==> src/nggr_pkg.sv <==
// Shared types, constants and helper functions for the GGA/RMC field extractor.
`timescale 1ns / 1ps
`default_nettype none
package nggr_pkg;

	// Fraction digits kept for the minutes of latitude and longitude (1..6)
	localparam int MINUTE_FRAC_DIGITS = 4;

	// Clamp for minutes, scaled by the fraction digits, and the factor to microunits
	localparam longint unsigned MINS_MAX    = 64'd12000 * (64'd10 ** MINUTE_FRAC_DIGITS);
	localparam longint unsigned ANGLE_MULT  = 64'd10 ** (6 - MINUTE_FRAC_DIGITS);

	// Command queue depth
	localparam int QDEPTH = 4;
	localparam int QAW    = $clog2(QDEPTH);

	// Characters of interest
	localparam logic [7:0] CH_COMMA = 8'h2C;
	localparam logic [7:0] CH_MINUS = 8'h2D;
	localparam logic [7:0] CH_PLUS  = 8'h2B;
	localparam logic [7:0] CH_DOT   = 8'h2E;
	localparam logic [7:0] CH_ZERO  = 8'h30;
	localparam logic [7:0] CH_NINE  = 8'h39;
	localparam logic [7:0] CH_S     = 8'h53;
	localparam logic [7:0] CH_W     = 8'h57;
	localparam logic [7:0] CH_A     = 8'h41;

	typedef enum logic [3:0] {
		ROLE_NONE, ROLE_TIME, ROLE_LAT, ROLE_NS, ROLE_LON, ROLE_EW, ROLE_QUAL,
		ROLE_SATS, ROLE_ALT, ROLE_STATUS, ROLE_SPEED, ROLE_COURSE, ROLE_DATE
	} role_t;

	// One finished field (or end of sentence) handed from front to back
	typedef struct packed {
		role_t       role;
		logic        rmc;
		logic        comma;
		logic        last;
		logic [31:0] acc;
		logic [7:0]  deg;
		logic [3:0]  dcnt;
		logic [2:0]  frac;
		logic        minus;
		logic        seen;
		logic [7:0]  first;
	} cmd_t;

	function automatic role_t role_of(input logic rmc, input logic [3:0] idx);
		role_t r;
		r = ROLE_NONE;
		if (!rmc) begin
			case (idx)
				4'd1: r = ROLE_TIME;
				4'd2: r = ROLE_LAT;
				4'd3: r = ROLE_NS;
				4'd4: r = ROLE_LON;
				4'd5: r = ROLE_EW;
				4'd6: r = ROLE_QUAL;
				4'd7: r = ROLE_SATS;
				4'd9: r = ROLE_ALT;
				default: r = ROLE_NONE;
			endcase
		end else begin
			case (idx)
				4'd2: r = ROLE_STATUS;
				4'd7: r = ROLE_SPEED;
				4'd8: r = ROLE_COURSE;
				4'd9: r = ROLE_DATE;
				default: r = ROLE_NONE;
			endcase
		end
		return r;
	endfunction

	function automatic logic [2:0] frac_limit(input role_t r);
		logic [2:0] v;
		case (r)
			ROLE_LAT, ROLE_LON:     v = 3'(MINUTE_FRAC_DIGITS);
			ROLE_ALT:               v = 3'd1;
			ROLE_SPEED, ROLE_COURSE: v = 3'd2;
			default:                v = 3'd0;
		endcase
		return v;
	endfunction

	function automatic logic [1:0] degree_len(input role_t r);
		logic [1:0] v;
		case (r)
			ROLE_LAT: v = 2'd2;
			ROLE_LON: v = 2'd3;
			default:  v = 2'd0;
		endcase
		return v;
	endfunction

	function automatic logic [19:0] pw10(input logic [2:0] n);
		logic [19:0] v;
		case (n)
			3'd0: v = 20'd1;
			3'd1: v = 20'd10;
			3'd2: v = 20'd100;
			3'd3: v = 20'd1000;
			3'd4: v = 20'd10000;
			3'd5: v = 20'd100000;
			3'd6: v = 20'd1000000;
			default: v = 20'd1;
		endcase
		return v;
	endfunction

endpackage
`default_nettype wire

==> src/nggr_front.sv <==
// Front end: accepts characters, accumulates the current field, issues field commands.
`timescale 1ns / 1ps
`default_nettype none
module nggr_front
	import nggr_pkg::*;
(
	input  wire logic       clk,
	input  wire logic       arst_n,
	input  wire logic       accept,
	input  wire logic [7:0] char_in,
	input  wire logic       sentence_kind,
	input  wire logic       last_char,
	output logic            push,
	output cmd_t            push_data
);

	logic [3:0]  idx_q;
	logic [31:0] acc_q;
	logic [7:0]  deg_q;
	logic [3:0]  dcnt_q;
	logic [2:0]  frac_q;
	logic        point_q, minus_q, seen_q, stop_q;
	logic [7:0]  first_q;

	logic [31:0] acc_d;
	logic [7:0]  deg_d;
	logic [3:0]  dcnt_d;
	logic [2:0]  frac_d;
	logic        point_d, minus_d, seen_d, stop_d;
	logic [7:0]  first_d;

	role_t       role;
	logic [2:0]  lim;
	logic [1:0]  dlen;
	logic        is_digit, is_comma, done;
	logic [3:0]  dig;
	logic [35:0] acc_x10;
	logic [11:0] deg_x10;

	assign role     = role_of(sentence_kind, idx_q);
	assign lim      = frac_limit(role);
	assign dlen     = degree_len(role);
	assign is_digit = (char_in >= CH_ZERO) && (char_in <= CH_NINE);
	assign is_comma = (char_in == CH_COMMA);
	assign dig      = 4'(char_in - CH_ZERO);
	assign acc_x10  = ({4'd0, acc_q} << 3) + ({4'd0, acc_q} << 1) + 36'(dig);
	assign deg_x10  = ({4'd0, deg_q} << 3) + ({4'd0, deg_q} << 1) + 12'(dig);

	// Advance the field accumulators by one character
	always_comb begin
		acc_d   = acc_q;
		deg_d   = deg_q;
		dcnt_d  = dcnt_q;
		frac_d  = frac_q;
		point_d = point_q;
		minus_d = minus_q;
		seen_d  = seen_q;
		stop_d  = stop_q;
		first_d = first_q;
		done    = 1'b0;
		if (!seen_q) begin
			seen_d  = 1'b1;
			first_d = char_in;
			if (dlen == 2'd0 && (char_in == CH_MINUS || char_in == CH_PLUS)) begin
				minus_d = (char_in == CH_MINUS);
				done    = 1'b1;
			end
		end
		if (!done && !stop_q) begin
			if ({2'd0, dlen} > dcnt_q) begin
				if (is_digit) begin
					deg_d  = (deg_x10 > 12'd255) ? 8'd255 : deg_x10[7:0];
					dcnt_d = (dcnt_q == 4'd15) ? dcnt_q : dcnt_q + 4'd1;
				end else begin
					stop_d = 1'b1;
				end
			end else if (is_digit) begin
				if (!(point_q && frac_q >= lim)) begin
					if (point_q) begin
						frac_d = frac_q + 3'd1;
					end
					acc_d  = (acc_x10[35:32] != 4'd0) ? 32'hFFFF_FFFF : acc_x10[31:0];
					dcnt_d = (dcnt_q == 4'd15) ? dcnt_q : dcnt_q + 4'd1;
				end
			end else if (char_in == CH_DOT && lim != 3'd0 && !point_q) begin
				point_d = 1'b1;
			end else begin
				stop_d = 1'b1;
			end
		end
	end

	// Issue a command on a comma or on the last character
	always_comb begin
		push            = accept && (is_comma || last_char);
		push_data.role  = role;
		push_data.rmc   = sentence_kind;
		push_data.comma = is_comma;
		push_data.last  = last_char;
		push_data.acc   = acc_q;
		push_data.deg   = deg_q;
		push_data.dcnt  = dcnt_q;
		push_data.frac  = frac_q;
		push_data.minus = minus_q;
		push_data.seen  = seen_q;
		push_data.first = first_q;
	end

	// Update field state; clear it at a comma and at the end of a sentence
	always_ff @(posedge clk or negedge arst_n) begin
		if (!arst_n) begin
			idx_q   <= '0;
			acc_q   <= '0;
			deg_q   <= '0;
			dcnt_q  <= '0;
			frac_q  <= '0;
			point_q <= 1'b0;
			minus_q <= 1'b0;
			seen_q  <= 1'b0;
			stop_q  <= 1'b0;
			first_q <= '0;
		end else if (accept) begin
			if (is_comma || last_char) begin
				acc_q   <= '0;
				deg_q   <= '0;
				dcnt_q  <= '0;
				frac_q  <= '0;
				point_q <= 1'b0;
				minus_q <= 1'b0;
				seen_q  <= 1'b0;
				stop_q  <= 1'b0;
				first_q <= '0;
			end else begin
				acc_q   <= acc_d;
				deg_q   <= deg_d;
				dcnt_q  <= dcnt_d;
				frac_q  <= frac_d;
				point_q <= point_d;
				minus_q <= minus_d;
				seen_q  <= seen_d;
				stop_q  <= stop_d;
				first_q <= first_d;
			end
			if (last_char) begin
				idx_q <= '0;
			end else if (is_comma && idx_q != 4'd15) begin
				idx_q <= idx_q + 4'd1;
			end
		end
	end

endmodule
`default_nettype wire

==> src/nggr_fifo.sv <==
// Short command queue between the front and back ends.
`timescale 1ns / 1ps
`default_nettype none
module nggr_fifo
	import nggr_pkg::*;
(
	input  wire logic clk,
	input  wire logic arst_n,
	input  wire logic push,
	input  cmd_t      push_data,
	input  wire logic pop,
	output cmd_t      pop_data,
	output logic      empty,
	output logic      full
);

	cmd_t           mem_q [QDEPTH];
	logic [QAW-1:0] wr_q, rd_q;
	logic [QAW:0]   cnt_q;

	assign empty    = (cnt_q == '0);
	assign full     = (cnt_q == (QAW+1)'(QDEPTH));
	assign pop_data = mem_q[rd_q];

	// Store entries
	always_ff @(posedge clk) begin
		if (push) begin
			mem_q[wr_q] <= push_data;
		end
	end

	// Advance pointers and count
	always_ff @(posedge clk or negedge arst_n) begin
		if (!arst_n) begin
			wr_q  <= '0;
			rd_q  <= '0;
			cnt_q <= '0;
		end else begin
			if (push) begin
				wr_q <= wr_q + 1'b1;
			end
			if (pop) begin
				rd_q <= rd_q + 1'b1;
			end
			if (push && !pop) begin
				cnt_q <= cnt_q + 1'b1;
			end else if (pop && !push) begin
				cnt_q <= cnt_q - 1'b1;
			end
		end
	end

endmodule
`default_nettype wire

==> src/nggr_back.sv <==
// Back end: scales finished fields, updates the record and emits it.
`timescale 1ns / 1ps
`default_nettype none
module nggr_back
	import nggr_pkg::*;
(
	input  wire logic               clk,
	input  wire logic               arst_n,
	input  wire logic               cmd_avail,
	input  cmd_t                    cmd,
	output logic                    pop,
	output logic                    out_valid,
	input  wire logic               out_stall,
	output logic [17:0]             time_hhmmss,
	output logic signed [27:0]      latitude_micro,
	output logic signed [28:0]      longitude_micro,
	output logic [3:0]              fix_quality,
	output logic [6:0]              satellites_used,
	output logic signed [20:0]      altitude_dm,
	output logic [19:0]             speed_centiknots,
	output logic [15:0]             course_centideg,
	output logic [18:0]             date_ddmmyy
);

	logic advance;

	cmd_t        cmd_s1, cmd_s2, cmd_s3;
	logic        vld_s1, vld_s2, vld_s3;
	logic [51:0] prod_s1;
	logic        aok_s1, aok_s2, aok_s3;
	logic signed [20:0] plain_s2, plain_s3;
	logic [31:0] x_s2;
	logic [27:0] degmic_s2, degmic_s3;
	logic [27:0] q_s3;

	logic               out_valid_q;
	logic               inactive_q;
	logic [17:0]        time_q;
	logic signed [27:0] lat_q;
	logic signed [28:0] lon_q;
	logic [3:0]         qual_q;
	logic [6:0]         sats_q;
	logic signed [20:0] alt_q;
	logic [19:0]        speed_q;
	logic [15:0]        course_q;
	logic [18:0]        date_q;

	assign advance = !out_valid_q || !out_stall;
	assign pop     = advance && cmd_avail;

	// Stage 1: scale the accumulated digits to the field's fixed point
	always_ff @(posedge clk or negedge arst_n) begin
		if (!arst_n) begin
			vld_s1 <= 1'b0;
		end else if (advance) begin
			vld_s1 <= cmd_avail;
		end
	end

	always_ff @(posedge clk) begin
		if (advance) begin
			cmd_s1  <= cmd;
			prod_s1 <= 52'(cmd.acc) * 52'(pw10(frac_limit(cmd.role) - cmd.frac));
			aok_s1  <= cmd.dcnt > {2'd0, degree_len(cmd.role)};
		end
	end

	// Stage 2: sign and clamp plain values; prepare minutes for the divide by 60
	logic signed [52:0] sval;
	logic signed [52:0] lo_v, hi_v;
	logic [33:0]        mins;
	logic [63:0]        mval;

	always_comb begin
		sval = $signed({1'b0, prod_s1});
		if (cmd_s1.minus) begin
			sval = -sval;
		end
		case (cmd_s1.role)
			ROLE_TIME:   begin lo_v = 53'sd0;       hi_v = 53'sd235959;  end
			ROLE_QUAL:   begin lo_v = 53'sd0;       hi_v = 53'sd9;       end
			ROLE_SATS:   begin lo_v = 53'sd0;       hi_v = 53'sd99;      end
			ROLE_ALT:    begin lo_v = -53'sd100000; hi_v = 53'sd1000000; end
			ROLE_SPEED:  begin lo_v = 53'sd0;       hi_v = 53'sd999999;  end
			ROLE_COURSE: begin lo_v = 53'sd0;       hi_v = 53'sd36000;   end
			ROLE_DATE:   begin lo_v = 53'sd0;       hi_v = 53'sd311299;  end
			default:     begin lo_v = 53'sd0;       hi_v = 53'sd0;       end
		endcase
		mins = (64'(prod_s1) > MINS_MAX) ? 34'(MINS_MAX) : prod_s1[33:0];
		mval = 64'(mins) * ANGLE_MULT + 64'd30;
	end

	always_ff @(posedge clk or negedge arst_n) begin
		if (!arst_n) begin
			vld_s2 <= 1'b0;
		end else if (advance) begin
			vld_s2 <= vld_s1;
		end
	end

	always_ff @(posedge clk) begin
		if (advance) begin
			cmd_s2    <= cmd_s1;
			aok_s2    <= aok_s1;
			plain_s2  <= (sval < lo_v) ? 21'(lo_v) : ((sval > hi_v) ? 21'(hi_v) : 21'(sval));
			x_s2      <= mval[33:2];
			degmic_s2 <= 28'(32'(cmd_s1.deg) * 32'd1000000);
		end
	end

	// Stage 3: divide by 15 through a reciprocal multiply (finishes the divide by 60)
	logic [63:0] recip;
	assign recip = 64'(x_s2) * 64'h0000_0000_8888_8889;

	always_ff @(posedge clk or negedge arst_n) begin
		if (!arst_n) begin
			vld_s3 <= 1'b0;
		end else if (advance) begin
			vld_s3 <= vld_s2;
		end
	end

	always_ff @(posedge clk) begin
		if (advance) begin
			cmd_s3    <= cmd_s2;
			aok_s3    <= aok_s2;
			plain_s3  <= plain_s2;
			degmic_s3 <= degmic_s2;
			q_s3      <= recip[62:35];
		end
	end

	// Commit: form the angle and update the record
	logic [28:0]  micro;
	logic [28:0]  angle;
	logic [28:0]  alim;
	logic         commit;
	logic         blocked;

	always_comb begin
		micro   = 29'(degmic_s3) + 29'(q_s3);
		alim    = (cmd_s3.role == ROLE_LAT) ? 29'd90000000 : 29'd180000000;
		angle   = !aok_s3 ? 29'd0 : ((micro > alim) ? alim : micro);
		commit  = advance && vld_s3;
		blocked = cmd_s3.rmc && inactive_q;
	end

	always_ff @(posedge clk or negedge arst_n) begin
		if (!arst_n) begin
			out_valid_q <= 1'b0;
			inactive_q  <= 1'b0;
			time_q      <= '0;
			lat_q       <= '0;
			lon_q       <= '0;
			qual_q      <= '0;
			sats_q      <= '0;
			alt_q       <= '0;
			speed_q     <= '0;
			course_q    <= '0;
			date_q      <= '0;
		end else begin
			if (advance) begin
				out_valid_q <= commit && cmd_s3.last;
			end
			if (commit) begin
				if (cmd_s3.comma && !blocked) begin
					case (cmd_s3.role)
						ROLE_TIME:   time_q   <= plain_s3[17:0];
						ROLE_LAT:    lat_q    <= $signed(angle[27:0]);
						ROLE_NS:     if (cmd_s3.seen && cmd_s3.first == CH_S) begin
							lat_q <= -lat_q;
						end
						ROLE_LON:    lon_q    <= $signed(angle);
						ROLE_EW:     if (cmd_s3.seen && cmd_s3.first == CH_W) begin
							lon_q <= -lon_q;
						end
						ROLE_QUAL:   qual_q   <= plain_s3[3:0];
						ROLE_SATS:   sats_q   <= plain_s3[6:0];
						ROLE_ALT:    alt_q    <= plain_s3;
						ROLE_STATUS: if (!cmd_s3.seen || cmd_s3.first != CH_A) begin
							inactive_q <= 1'b1;
						end
						ROLE_SPEED:  speed_q  <= plain_s3[19:0];
						ROLE_COURSE: course_q <= plain_s3[15:0];
						ROLE_DATE:   date_q   <= plain_s3[18:0];
						default: ;
					endcase
				end
				if (cmd_s3.last) begin
					inactive_q <= 1'b0;
				end
			end
		end
	end

	// The record holds while an emitted item waits, so it drives the outputs directly
	assign out_valid        = out_valid_q;
	assign time_hhmmss      = time_q;
	assign latitude_micro   = lat_q;
	assign longitude_micro  = lon_q;
	assign fix_quality      = qual_q;
	assign satellites_used  = sats_q;
	assign altitude_dm      = alt_q;
	assign speed_centiknots = speed_q;
	assign course_centideg  = course_q;
	assign date_ddmmyy      = date_q;

endmodule
`default_nettype wire

==> src/nmea_gga_rmc_field_extractor.sv <==
// A record item follows the last character via the queue and stages 1 to 3.
// Throughput: one character per cycle; the front stalls only when the 4-entry
// command queue is full, which happens when the output is held by out_stall.
// The back pipeline (scale, clamp, divide-by-60 multiply, commit) moves as one.
// Reset: arst_n clears the record to zero, the field state and the queue.
// Top level: GGA/RMC character-stream field extractor.
`timescale 1ns / 1ps
`default_nettype none
module nmea_gga_rmc_field_extractor
	import nggr_pkg::*;
(
	input  wire logic               clk,
	input  wire logic               arst_n,
	input  wire logic               in_valid,
	output logic                    in_stall,
	input  wire logic [7:0]         char_in,
	input  wire logic               sentence_kind,
	input  wire logic               last_char,
	output logic                    out_valid,
	input  wire logic               out_stall,
	output logic [17:0]             time_hhmmss,
	output logic signed [27:0]      latitude_micro,
	output logic signed [28:0]      longitude_micro,
	output logic [3:0]              fix_quality,
	output logic [6:0]              satellites_used,
	output logic signed [20:0]      altitude_dm,
	output logic [19:0]             speed_centiknots,
	output logic [15:0]             course_centideg,
	output logic [18:0]             date_ddmmyy
);

	logic accept, push, pop, q_empty, q_full;
	cmd_t push_data, pop_data;

	assign in_stall = q_full;
	assign accept   = in_valid && !in_stall;

	nggr_front u_front (
		.clk           (clk),
		.arst_n        (arst_n),
		.accept        (accept),
		.char_in       (char_in),
		.sentence_kind (sentence_kind),
		.last_char     (last_char),
		.push          (push),
		.push_data     (push_data)
	);

	nggr_fifo u_fifo (
		.clk       (clk),
		.arst_n    (arst_n),
		.push      (push),
		.push_data (push_data),
		.pop       (pop),
		.pop_data  (pop_data),
		.empty     (q_empty),
		.full      (q_full)
	);

	nggr_back u_back (
		.clk              (clk),
		.arst_n           (arst_n),
		.cmd_avail        (!q_empty),
		.cmd              (pop_data),
		.pop              (pop),
		.out_valid        (out_valid),
		.out_stall        (out_stall),
		.time_hhmmss      (time_hhmmss),
		.latitude_micro   (latitude_micro),
		.longitude_micro  (longitude_micro),
		.fix_quality      (fix_quality),
		.satellites_used  (satellites_used),
		.altitude_dm      (altitude_dm),
		.speed_centiknots (speed_centiknots),
		.course_centideg  (course_centideg),
		.date_ddmmyy      (date_ddmmyy)
	);

	// Never push into a full queue
	a_no_overflow: assert property (@(posedge clk) disable iff (!arst_n)
		!(push && q_full)) else $error("command pushed into full queue");

	// Never pop an empty queue
	a_no_underflow: assert property (@(posedge clk) disable iff (!arst_n)
		pop |-> !q_empty) else $error("command popped from empty queue");

	// A held result keeps the back end frozen, so the queue cannot drain
	a_hold_no_pop: assert property (@(posedge clk) disable iff (!arst_n)
		(out_valid && out_stall) |-> !pop) else $error("pop while output held");

endmodule
`default_nettype wire
==> config.mk <==
export PLATFORM = sky130hd
export DESIGN_NAME = nmea_gga_rmc_field_extractor
export DESIGN_NICKNAME = d
export VERILOG_FILES = /design/src/nggr_pkg.sv /design/src/nggr_front.sv /design/src/nggr_fifo.sv /design/src/nggr_back.sv /design/src/nmea_gga_rmc_field_extractor.sv
export SDC_FILE = /design/constraint.sdc
export NUM_CORES = 2
export LEC_CHECK = 0
export BUFFER_PORTS_ARGS = -buffer_cell sky130_fd_sc_hd__clkbuf_2
export CORE_ASPECT_RATIO = 2
export CORE_MARGIN = 1.5
export CORE_UTILIZATION = 60
export DETAILED_ROUTE_END_ITERATION = 10
export GPL_TIMING_DRIVEN = 0
export PLACE_DENSITY = 0.79
export SLEW_MARGIN = 10
export SYNTH_ARGS = -nofsm -noshare
export SYNTH_HDL_FRONTEND = slang
export SYNTH_SLANG_ARGS = --single-unit
==> constraint.sdc <==
create_clock -name clk -period 12.8 [get_ports clk]
set_clock_uncertainty 0.15 [all_clocks]
set_input_delay 2.56 -clock clk [delete_from_list [all_inputs] [get_ports clk]]
set_output_delay 2.56 -clock clk [all_outputs]
set_load 0.005 [all_outputs]
======== After elaboration in Yosys (flattened, before gate mapping) ========
Memories as Yosys holds them, arrays and structs flattened.
Cells that the tools add are included.
storage, ports and cells
  flip-flop bits (word level) ............. 495
  bits in latches ......................... 0
  RAM bits ................................ 256
  memory bits (read-only) ................. 64
  input bits .............................. 14
  output and inout port bits .............. 164
  logic and storage cells ................. 297
  memories ................................ 2
memory list
  name             depth  width  rd ports  clocked after Yosys merged registers in  write ports  line             RTL
  u_fifo.mem_q     4      64     1         0                                        1            nggr_fifo.sv:17  cmd_t mem_q [QDEPTH];
  (no name shown)  16     4      1         0                                        0            nggr_pkg.sv:52   case (idx)
cells by class
  add/sub/neg operators ................... 18
  multiply operators ...................... 4
  div/mod/pow operators ................... 0
  magnitude comparators ................... 10
  equal/unequal tests ..................... 57
  shift operators ......................... 0
  multiplexer cells ....................... 76
  bitwise operators ....................... 0
  reduce and logical (&&, ||, !) cells .... 73
operators with widths
  operator                                                                            number
  32-bit 2-to-1 mux                                                                   6
  20-bit case mux with 7 select lines                                                 1
  20-bit case mux with 6 select lines                                                 1
  53-bit 2-to-1 mux                                                                   2
  29-bit 2-to-1 mux                                                                   3
  4-bit == test (second input constant)                                               18
  32-bit by 32-bit multiplier with 63-bit output (second input constant)              1
  29-bit case mux with 2 select lines                                                 1
  28-bit 2-to-1 mux                                                                   2
  8-bit 2-to-1 mux                                                                    7
  28-bit case mux with 2 select lines                                                 1
  53-bit by 21-bit greater-than comparator with 1-bit output                          1
  53-bit less-than comparator                                                         1
  52-bit negation with 53-bit output                                                  1
  52-bit by 27-bit greater-than comparator with 1-bit output (second input constant)  1
  32-bit by 20-bit multiplier with 52-bit output                                      1
  21-bit 2-to-1 mux                                                                   2
  4-bit 2-to-1 mux                                                                    10
  35-bit by 33-bit adder with 36-bit output                                           1
  36-bit by 4-bit adder with 36-bit output                                            1
  4-bit by 3-bit == test with 1-bit output (second input constant)                    9
  34-bit by 5-bit adder with 34-bit output (second input constant)                    1
  34-bit by 5-bit multiplier with 32-bit output (second input constant)               1
  34-bit 2-to-1 mux                                                                   1
  other kinds (52)                                                                    164

======== Longest topological paths before layout ========
  depth in word-level cells ............... 14
  mapped depth ............................ 41
  gate-level depth less buffers ........... 37

======== Hierarchy ========
From an unflattened synthesis, not the netlist that was laid out.
unflattened totals
  cells, all modules ...................... 6513
  area total of the unflattened synthesis .. 69867.0 um^2
by module, submodules not included
  module                        instances  cells an instance  area an instance (um^2)  sequential area each (um^2)
  nggr_back                     1          5486               54264.5                  11926.4
  nggr_fifo                     1          368                9624.2                   7862.5
  nggr_front                    1          657                5960.7                   1576.5
  nmea_gga_rmc_field_extractor  1          2                  17.5                     0.0

======== Least setup slack after synthesis ========
Ideal clock, no wire load.
  path kind ............................... flip-flop to flip-flop
  from .................................... register u_fifo.rd_q[0]
  to ...................................... register u_back.prod_s1[45], data pin
  setup time .............................. 0.266 ns
  arrival ................................. 11.262 ns
  data required time ...................... 12.384 ns
  setup slack ............................. 1.123 ns
  cell stages (with the launch flop) ...... 37
  buffers on the path ..................... 6
  period minus slack after synthesis ...... 11.677 ns
  cell sequence ........................... dfrtp_1 -> buf_1 -> buf_1 -> clkbuf_1 -> buf_1 -> mux4_2 -> ha_1 -> fa_1 -> xor2_1 -> xnor2_1 -> clkbuf_1 -> nand2_1 -> or2_2 -> clkbuf_1 -> nor2_1 -> nor2_1 -> fa_1 -> inv_1 -> fa_1 -> fa_1 -> fa_1 -> fa_1 -> fa_1 -> inv_1 -> fa_1 -> inv_1 -> ha_1 -> a21o_1 -> a21o_1 -> a21oi_1 -> o21ai_0 -> o21bai_1 -> o21ai_0 -> o2111a_1 -> o41ai_1 -> o21ai_0 -> xor2_1
on the way
  word-level cells in the longest chain between the ends .. 10
  elaborated cells on any way between the ends .. 20
  classes of those cells .................. 1 x add/sub; 1 x mul; 11 x eq/ne; 4 x mux; 2 x reduce/logical; 1 x memory
RTL lines
  item                                                line             RTL
  from (decl)                                         nggr_fifo.sv:18  logic [QAW-1:0] wr_q, rd_q;
  from (signal assigned)                              nggr_fifo.sv:43  rd_q <= rd_q + 1'b1;
  memory read 4 x 64 bit (*)                          -
  4-bit == test, or another cell as far along         nggr_pkg.sv:77   case (r)
  2-bit OR reduction                                  nggr_pkg.sv:77
  3-bit case mux with 3 select lines                  nggr_pkg.sv:77
  3-bit 2-to-1 mux                                    nggr_back.sv:61  if (advance) begin
  3-bit subtractor                                    nggr_back.sv:63  prod_s1 <= 52'(cmd.acc) * 52'(pw10(frac_limit(cmd.role) - cmd.frac));
  3-bit == test, or another cell as far along         nggr_pkg.sv:98   case (n)
  20-bit case mux with 6 select lines                 nggr_pkg.sv:98
  20-bit 2-to-1 mux                                   nggr_back.sv:61
  32-bit by 20-bit multiplier with 52-bit output (*)  nggr_back.sv:63
  to (signal assigned)                                nggr_back.sv:63
  to (decl)                                           nggr_back.sv:29  logic [51:0] prod_s1;
Mark *: on every way between the ends. The rest lies on a longest branch, timed or not. The select of a mux whose other input is x is not followed.
A chain may end at the register's enable or synchronous reset.

======== Final worst setup path ========
  from .................................... register u_fifo.rd_q[0]
  to ...................................... register u_back.prod_s1[50], data pin
Same word-level chain as after synthesis.

==> flow_summary.ini <==
[final_layout]
final_nets = 8145
utilization_pct = 65.5
nFillCells = 8716
instances_no_fill = 8175
drive_gt1_share_pct = 8.91
areaGrowthSynthToFinish_pct = 8.13

[synth]
synthXorXnorAreaFrac_pct = 3.36
synth_ff_type = edfxtp_1
synth-simple-area-share_pct = 9.90
yosysWarnings = 0
synth_edf_count = 514
syn_area_sq_um = 68200
synthDistinctLibCells = 87
synth_fa_ha_area_share_pct = 35.2
synth.area.mux_share_pct = 4.01
synth_compound_area_share_pct = 9.38
ys_seq_area_share_pct = 31.3
synth_area_leader_cell = edfxtp_1
async_reset_ff_share_pct = 31.6
ys_ff_latch = 751
postSynthCellCount = 6357
synth_top_family_by_area = adder cells
avgSynthCellArea_sq_um = 10.7
synth_area_leaders = edfxtp_1 (23%), fa_1 (20%), ha_1 (15%)
synth_top_area_share_pct = 22.6

[hold_path]
hold_depth = 0
hold_path.class = register to register

[setup_path]
r2r_cells = 35
critical-path-slowest-cell = clkbuf_1
startpoint_type = register
endpoint_kind = register
crit_type = register to register
cp.required_ns = 13.05
worstPathMaxFanout = 10
crit_end = u_back.prod_s1[50]
crit_top_cell = fa_1
reg2reg_from = u_fifo.rd_q[0]
worstReg2RegEnd = u_back.prod_s1[50]
max_stage_delay_ns = 0.86
cp_data_arrival_time_ns = 12.76
crit_start = u_fifo.rd_q[0]
r2r_slack_ns = 0.29

[global_routing]
grt_pass1_vias = 52700
grt_max_degree = 106
antenna_found_initial = 1
grt_usage_pct = 35.0
grt_pass1_wl_mm = 299
grt.overflow.total = 0

[routing]
drt_wl_total_mm = 196
avgRoutedWirePerCell_um = 24.0
route.detailed.drc = 0
via_per_inst = 6.06
first_iter_violations = 2968
vias = 49500
dr.pass1.iters = 8
ant_nets = 0

[timing]
timing.hold.ws_ns = 0.246
fmax_ghz = 0.0799
slew_violations = 6
period_needed_ns = 12.51
fin_ws_ns = 0.286
period_share_pct = 97.8
setup_viol = 0
rsz0062_at_grt = true
finalHoldViolCount = 0
tightest_slew_ns = 1.52
maxSlewHeadroom_pct = -2.51

[place]
gp_congestion = 1.06
dp_hpwl_mm = 157
dp_cells = 8049
place_ws_ns = -2.95
io_buffers = 177

[die]
io-pin-count = 178
coreArea_sq_um = 113000
fp.dieW_um = 241
floorplan.die.height_um = 480
initial_core_util_pct = 60.6
rows = 174
die-area_sq_um = 116000

[run]
max_cap_viol_count = 1

[clock_network]
clk_pin_slew_ns = 0.07
root_buffer = clkbuf_16
clk_latency_ns = 0.68
htree_levels = 3
tritoncts = done
clock-sinks = 751
cts-buffers-inserted = 67
clock_path_buffers = 3

[status]
violations = capacitance limit, slew limit
status = finished, violations left
[critical path: cells and delay by family (launching register included)]
family,cells,cell delay (ns)
AOI/OAI and AO/OA,6,1.56
and+or+nand+nor,6,1.59
muxes,2,0.70
DFF,1,0.42
adders and majority gates,9,4.34
buffers and inverters,12,3.45
[metal layers]
layer | vias to the layer above | share of wire [%] | GRT usage [%]
met5 | - | 0 | 0
met1 | 24500 | 31 | 32.0
met4 | 0 | 12 | 33.8
met3 | 948 | 5.5 | 6.60
met2 | 1908 | 52 | 63.0
li1 | 22100 | - | -
[placed cells by master, fill, tap and decap left out, types with 151 or more instances in the layout]
master,synthesis,layout
a21oi_1,292,289
dfrtp_1,237,236
inv_1,1039,1038
ha_1,826,826
clkbuf_2,0,189
o21ai_0,205,193
nand2_1,406,404
fa_1,683,682
edfxtp_1,514,514
clkbuf_1,157,151
nor2_1,396,385
xnor2_1,175,173
[state kept, by name (all words and copies together), names as in the netlist, 18 cells and up]
signal and flops:
u_back.longitude_micro 29, u_back.degmic_s2 22, u_fifo.mem_q 256, u_back.altitude_dm 21, u_back.time_hhmmss 18, u_front.acc_q 32
u_back.plain_s3 21, u_back.date_ddmmyy 19, u_back.prod_s1 52, u_back.cmd_s1 25, u_back.speed_centiknots 20, u_back.latitude_micro 28
u_back.q_s3 28, u_back.x_s2 32, u_back.plain_s2 21, u_back.degmic_s3 22
[Yosys cell counts, types with 35 or more instances]
library cell and n:
a211o_1 37, nand2b_1 61, mux4_2 37, edfxtp_1 514
nand3_1 97, mux2_2 138, ha_1 826, xor2_1 84
nor2_1 396, nand4_1 47, a21o_1 112, o21a_1 42
fa_1 683, inv_1 1039, a21oi_1 292, dfrtp_1 237
nand2_1 406, nor3_1 109, nor2b_1 47, and3_1 43
xnor2_1 175, and2_1 45, clkbuf_1 157, mux2i_1 35
o21ai_0 205
[final cells by class]
type                            count  area (sq um)  share of cell area [%]
Inverter                         1040          3900                    5.29
Sequential cell                   751         21400                    29.0
Tap cell                         1496          1870                    2.54
Buffer                            180           771                    1.05
Timing Repair Buffer              197          1250                    1.70
Antenna cell                        2          5.00                 0.00679
Clock inverter                     39           362                   0.490
Clock buffer                       85          1800                    2.44
Multi-Input combinational cell   4385         42400                    57.5
[timing repair]
action	CTS	global route
setup buffers	1	2
setup endpoints to repair	42	19
hold buffers	0	0
pin swaps	1	3
gates resized for setup	45	39
[metrics by stage]
step	setup TNS, ns	cell area [sq um]
6_report	0	73700
5_1_grt	-0.0499	73700
4_1_cts	0	73600
3_5_place_dp	-74.17	71300
3_3_place_gp	-322.51	71000
2_1_floorplan	0	68200
[cells by family after synthesis]
group | Yosys count
adders and majority gates | 1509
and+or+nand+nor | 1412
buffers and inverters | 1224
AOI/OAI and AO/OA | 989
DFF | 751
xor gates and xnor gates | 260
muxes | 210
other | 2
[worst min-delay path by stage]
| stage | start | to | slack [ns] |
|---|---|---|---|
| global placement | u_back.plain_s2[17] | u_back.plain_s3[17] | 0.25 |
| finish | u_back.cmd_s2[61] | u_back.cmd_s3[61] | 0.25 |
| CTS | u_back.degmic_s2[19] | u_back.degmic_s3[19] | 0.23 |
| global route | u_back.degmic_s2[20] | u_back.degmic_s3[20] | 0.25 |
| floorplan | u_back.aok_s1 | u_back.aok_s2 | 0.25 |
| detailed placement | u_back.cmd_s1[5] | u_back.cmd_s2[5] | 0.25 |
Power is left out: the tool's default activity adds up to more than one toggle a clock period on the data nets, which glitch-free logic cannot reach.
